===== src/lsor_pkg.sv =====
// lsor_pkg: shared constants, codes and control types for the sor sweep block
// used by lsor_ctrl, lsor_dp and laplace_sor_sweep_top; no dependencies
package lsor_pkg;

  localparam int MAX_COLS = 64;
  localparam int MAX_ROWS = 64;
  localparam int DEPTH    = MAX_ROWS * MAX_COLS;
  localparam int ADDR_W   = $clog2(DEPTH);

  localparam int CELL_W   = 32;
  localparam int ERR_W    = 47;
  localparam int W_W      = 15;
  localparam int DIM_W    = 7;
  localparam int POS_W    = 6;
  localparam int SUM_W    = 34;
  localparam int D_W      = 36;
  localparam int P_W      = 52;
  localparam int CFG_IDX_W = 2;

  localparam logic [ERR_W-1:0] ERR_MAX = '1;
  localparam logic [W_W-1:0]   RELAX_RESET = W_W'(16384);

  typedef enum logic [1:0] {
    OP_WRITE = 2'd0,
    OP_SWEEP = 2'd1,
    OP_READ  = 2'd2,
    OP_NOP   = 2'd3
  } opcode_t;

  typedef enum logic [CFG_IDX_W-1:0] {
    CFG_RELAX = 2'd0,
    CFG_COLS  = 2'd1,
    CFG_ROWS  = 2'd2,
    CFG_NONE  = 2'd3
  } cfg_idx_t;

  typedef enum logic [3:0] {
    ST_IDLE,
    ST_WR,
    ST_RD_ADDR,
    ST_RD_DATA,
    ST_SW_START,
    ST_SW_W,
    ST_SW_N,
    ST_SW_S,
    ST_SW_E,
    ST_SW_C,
    ST_SW_LAT,
    ST_SW_SUM,
    ST_SW_MUL,
    ST_SW_SAT,
    ST_SW_WB,
    ST_DONE
  } state_t;

  typedef enum logic [2:0] {
    AS_OP,
    AS_N,
    AS_S,
    AS_E,
    AS_W,
    AS_C
  } addr_sel_t;

  typedef enum logic [2:0] {
    CAP_NONE,
    CAP_N,
    CAP_S,
    CAP_E,
    CAP_W,
    CAP_C,
    CAP_RD
  } cap_t;

  typedef struct packed {
    logic      latch_in;
    logic      wr_en;
    addr_sel_t addr_sel;
    cap_t      cap;
    logic      cnt_init;
    logic      col_next;
    logic      row_next;
    logic      sum_en;
    logic      mul_en;
    logic      sat_en;
    logic      wb_en;
    logic      out_load;
  } cmd_t;

  typedef struct packed {
    logic small_grid;
    logic last_col;
    logic last_row;
    logic out_free;
  } stat_t;

endpackage


===== src/lsor_ctrl.sv =====
// lsor_ctrl: sequencer for write, read and sweep transactions
// depends on lsor_pkg
module lsor_ctrl import lsor_pkg::*; (
  input  logic    clk,
  input  logic    rst,
  input  logic    in_valid,
  input  opcode_t in_op,
  output logic    in_ready,
  input  stat_t   stat,
  output cmd_t    cmd
);

  state_t state, state_next;

  always_ff @(posedge clk) begin
    if (rst) begin
      state <= ST_IDLE;
    end else begin
      state <= state_next;
    end
  end

  always_comb begin
    state_next = state;
    cmd        = '0;
    in_ready   = 1'b0;
    unique case (state)
      ST_IDLE: begin
        in_ready = 1'b1;
        if (in_valid) begin
          cmd.latch_in = 1'b1;
          unique case (in_op)
            OP_WRITE: state_next = ST_WR;
            OP_SWEEP: state_next = ST_SW_START;
            OP_READ:  state_next = ST_RD_ADDR;
            default:  state_next = ST_DONE;
          endcase
        end
      end
      ST_WR: begin
        cmd.wr_en  = 1'b1;
        state_next = ST_DONE;
      end
      ST_RD_ADDR: begin
        cmd.addr_sel = AS_OP;
        cmd.cap      = CAP_RD;
        state_next   = ST_RD_DATA;
      end
      ST_RD_DATA: state_next = ST_DONE;
      ST_SW_START: begin
        cmd.cnt_init = 1'b1;
        state_next   = stat.small_grid ? ST_DONE : ST_SW_W;
      end
      ST_SW_W: begin
        cmd.addr_sel = AS_W;
        cmd.cap      = CAP_W;
        state_next   = ST_SW_N;
      end
      ST_SW_N: begin
        cmd.addr_sel = AS_N;
        cmd.cap      = CAP_N;
        state_next   = ST_SW_S;
      end
      ST_SW_S: begin
        cmd.addr_sel = AS_S;
        cmd.cap      = CAP_S;
        state_next   = ST_SW_E;
      end
      ST_SW_E: begin
        cmd.addr_sel = AS_E;
        cmd.cap      = CAP_E;
        state_next   = ST_SW_C;
      end
      ST_SW_C: begin
        cmd.addr_sel = AS_C;
        cmd.cap      = CAP_C;
        state_next   = ST_SW_LAT;
      end
      ST_SW_LAT: state_next = ST_SW_SUM;
      ST_SW_SUM: begin
        cmd.sum_en = 1'b1;
        state_next = ST_SW_MUL;
      end
      ST_SW_MUL: begin
        cmd.mul_en = 1'b1;
        state_next = ST_SW_SAT;
      end
      ST_SW_SAT: begin
        cmd.sat_en = 1'b1;
        state_next = ST_SW_WB;
      end
      ST_SW_WB: begin
        cmd.wb_en = 1'b1;
        if (stat.last_col) begin
          if (stat.last_row) begin
            state_next = ST_DONE;
          end else begin
            cmd.row_next = 1'b1;
            state_next   = ST_SW_W;
          end
        end else begin
          cmd.col_next = 1'b1;
          state_next   = ST_SW_N;
        end
      end
      ST_DONE: begin
        if (stat.out_free) begin
          cmd.out_load = 1'b1;
          state_next   = ST_IDLE;
        end
      end
      default: state_next = ST_IDLE;
    endcase
  end

endmodule


===== config.mk =====
export PLATFORM = sky130hd
export DESIGN_NAME = lsor_ctrl
export DESIGN_NICKNAME = d
export VERILOG_FILES = /design/src/lsor_pkg.sv /design/src/lsor_ctrl.sv
export SDC_FILE = /design/constraint.sdc
export NUM_CORES = 1
export LEC_CHECK = 0
export BUFFER_PORTS_ARGS = -buffer_cell sky130_fd_sc_hd__clkbuf_2
export CORE_MARGIN = 3
export CORE_UTILIZATION = 40
export DETAILED_ROUTE_END_ITERATION = 10
export PLACE_DENSITY = 0.8
export SKIP_CTS_REPAIR_TIMING = 1
export SLEW_MARGIN = 25
export SYNTH_ARGS = -nofsm -noshare
export SYNTH_HDL_FRONTEND = slang
export SYNTH_SLANG_ARGS = --single-unit

===== constraint.sdc =====
create_clock -name clk -period 1.9 [get_ports clk]
set_input_delay 0.19 -clock clk [delete_from_list [all_inputs] [get_ports clk]]
set_output_delay 0.19 -clock clk [all_outputs]
set_load 0.03 [all_outputs]

# Yosys cells after proc, flatten, opt, wreduce, memory -nomap -nowiden
# Index checks and enable logic that the tools add are counted.
# totals
elab_cells	47
regBits	4
input_bits	9
# classes
mux	23
n_eq_ne	19
reduce_logical	4
# ops
cell	count
$pmux W4 S15	1
$pmux W6 S6	1
$eq A4 B4 Y1 const B	8
$mux W4	5
$eq A4 B3 Y1 const B	4
$mux W1	14
$pmux W4 S3	1
$eq A4 B2 Y1 const B	2
$eq A4 B1 Y1 const B	1
$logic_not A4 Y1	1
$ne A2 B2 Y1 const B	2
$eq A2 B1 Y1 const B	1
$eq A2 B2 Y1 const B	1
$logic_not A2 Y1	1
$mux W2	1
$reduce_and A2 Y1	1
$reduce_or A2 Y1	1

# Depth between registers and ports, before layout
# depth
ltp_word	4
mapped_depth	6
depth_no_buf	6

# Worst setup path before layout
# OpenSTA, ideal clock, no wires.
# synth_path
path_type	reg2out
start	register state[3]
end	output port cmd[11] in the netlist's numbering
path_buffers	3
path_slack_ps	7
arrival_time_ps	1703
required_time_ps	1710
path_stages_with_launch	6
path_cell_list	dfxtp_1 -> buf_2 -> clkbuf_1 -> nand2_1 -> o22ai_1 -> buf_4
# synth_lines
element	line_no	source
from (decl)	lsor_ctrl.sv:13	state_t state, state_next;
from (signal assigned)	lsor_ctrl.sv:19	state <= state_next;
to (decl)	lsor_ctrl.sv:10	output cmd_t cmd

==> flow_summary.json <==
{
  "worstPathBufferInverterCount": 2,
  "post-place-ws_ns": 0.245,
  "routedWlPerCell_microns": 12.3,
  "p_leak_nw": 0.312,
  "dieArea_sq_mm": 0.00177,
  "synth_area_leader_cell": "dfxtp_1",
  "yosys_warnings": 0,
  "critical_path.cell_chain": "or4_4 > inv_1 > and2_1 > clkbuf_2",
  "slew_headroom": 0.773,
  "dp_cells": 109,
  "area_growth_pct": 26.7,
  "diodes": 0,
  "syn-mean-instance-area_sq_um": 6.74,
  "status": "finished, final reports clean",
  "cp_max_fo": 10,
  "hp-class": "in2reg",
  "mostFrequentLayoutCells": "clkbuf_2, nor2_1, inv_1",
  "cp.required_ns": 1.71,
  "worst_pin_slew_ns": 0.341,
  "cp.arrival_ns": 1.66,
  "clkTransAtPathRegs_ns": 0.04,
  "drtAntennaViolNets": 0,
  "power.density_mw_per_mm2": 1830,
  "vias": 619,
  "yosysTopAreaCellShare": 0.154,
  "start_util": 0.449,
  "finalSetupViolations": 0,
  "fin_crit_ns": 1.85,
  "min-delay-start": "rst",
  "ctsLongestPathBuffers": 2,
  "largest_reg_flops": 4,
  "cpMaxStageDelayCell": "or4_4",
  "cap_violations": 0,
  "numPortBuffers": 25,
  "post-route-period-util": 0.972,
  "fill_cells": 111,
  "hpwl_microns": 1080,
  "routabilityCongestion": 0.828,
  "start_kind": "register",
  "worst_ir_drop_vdd_v": 0.000790,
  "overflow": 0,
  "cts_buffers": 3,
  "pin_count": 26,
  "cpLargestDelayFamily": "simple AND/OR/NAND/NOR gates",
  "ys_ff_latch": 4,
  "clock_skew_ns": 0.00196,
  "max_freq_ghz": 0.541,
  "ctsHtreeMaxLevel": 1,
  "die_w_microns": 42.0,
  "synthCells": 77,
  "crit_start": "state[2]",
  "top_regs": "state x4",
  "hold_violations": 0,
  "drv_slew": 0,
  "wirelength_microns": 1370,
  "seq_area_frac_synth": 0.154,
  "synth_area_sq_um": 519,
  "critical_path.max_stage_delay_ns": 0.61,
  "synth_area_leaders": "dfxtp_1, ha_1, nor2_1, a21oi_1, nand2b_1",
  "drc": 0,
  "reg2reg_slack_ns": 0.32,
  "globalRouteTotalUtil": 0.169,
  "core_sq_mm": 0.00116,
  "endpoint_kind": "output port",
  "clk_latency_ns": 0.24,
  "antenna_found_initial": 0,
  "rsz0062_at_grt": "false",
  "row_count": 12,
  "firstDrtPassIters": 4,
  "grt_pass1_wl_microns": 2360,
  "tritoncts": "built",
  "instances_no_fill": 112,
  "clkSinkCount": 4,
  "crit_type": "reg2out",
  "grt_pass1_vias": 534,
  "nets": 112,
  "drt_iter0_drc": 11,
  "syn-num-nets": 89,
  "largest_register": "state",
  "grt_max_degree": 16,
  "worst_slack_ns": 0.0532,
  "r2r-start": "state[3]",
  "vias_per_cell": 5.53,
  "cts_root_buf": "clkbuf_4",
  "synth.distinct_cells": 31,
  "final_common_cell": "clkbuf_2",
  "fp.dieH_microns": 42.0,
  "drive_gt1_frac": 0.378
}
final cells by class:
type                       count  area, sq um  share of cell area
clock buffer                   3         22.5              0.0342
sequential                     4         83.8               0.127
multi-input combinational     59          379               0.576
tap                           14         17.5              0.0266
inverter                       6         22.5              0.0342
timing repair buffer          26          133               0.202
path summary, 6_finish.rpt:
| check | to | depth (start not counted) |
|---|---|---|
| min reg2reg | state[2] | 3 |
| max | cmd[15] | 4 |
| min | state[3] | 2 |
| max reg2reg | state[2] | 5 |
report_power, final:
group	total [mW]	leakage (nW)	switching (mW)	internal, mW
clock	0.109	0.0138	0.0377	0.0709
combinational	0.844	0.265	0.548	0.297
sequential	0.252	0.0341	0.120	0.132
cell usage after synthesis:
| cell | instances |
|---|---|
| ha_1 | 3 |
| clkbuf_1 | 4 |
| nor2_1 | 10 |
| a311oi_1 | 1 |
| o221ai_1 | 2 |
| dfxtp_1 | 4 |
| or3_4 | 1 |
| o22ai_1 | 4 |
| nand3_1 | 3 |
| nand2b_1 | 4 |
| or2_2 | 1 |
| a41o_1 | 1 |
| buf_6 | 1 |
| inv_1 | 6 |
| nor3_1 | 5 |
| buf_4 | 1 |
| a31oi_1 | 1 |
| o21bai_1 | 1 |
| xnor2_1 | 1 |
| nor2b_1 | 1 |
| buf_2 | 2 |
| a211oi_1 | 3 |
| a21oi_1 | 5 |
| or4_1 | 2 |
| or3b_1 | 1 |
| and2_1 | 1 |
| o32ai_1 | 1 |
| nand2_2 | 1 |
| o2111ai_1 | 1 |
| nor4_1 | 2 |
| nand2_1 | 3 |
metal layers:
metal  vias up  share of wire  global-route usage
li1        322              -                   -
met1       278           0.45               0.215
met2        19           0.49               0.265
met3         0          0.058              0.0601
met4         0              0              0.0497
met5         -              0                   0
kinds of logic after synthesis:
group / after synthesis / share of synthesized area
buf+inv: 14 / 0.128
flops: 4 / 0.154
fa+ha+maj: 3 / 0.0723
xor+xnor: 1 / 0.0169
simple gates: 35 / 0.359
compound gates: 20 / 0.270
metrics by stage:
stage	power (mW)	TNS [ns]	hold slack [ns]	util	instance area [sq um]
after floorplan	0.906	0	0.262	-	519
after global placement	1.05	0	0.422	0.541	626
after detailed placement	1.07	0	0.434	0.541	626
after CTS	1.18	-0.00509	0.178	0.561	648
after global routing	1.30	0	0.178	0.569	658
final	1.20	0	0.178	0.569	658
worst register-to-register path: cells and delay by family, from the launching register on:
| family | cells | cell delay (ns) |
|---|---|---|
| and+or+nand+nor | 2 | 0.57 |
| DFF | 1 | 0.39 |
| AOI/OAI and AO/OA | 2 | 0.35 |
| buffers and inverters | 1 | 0.20 |
No activity file was read; power rests on OpenSTA's default activity.
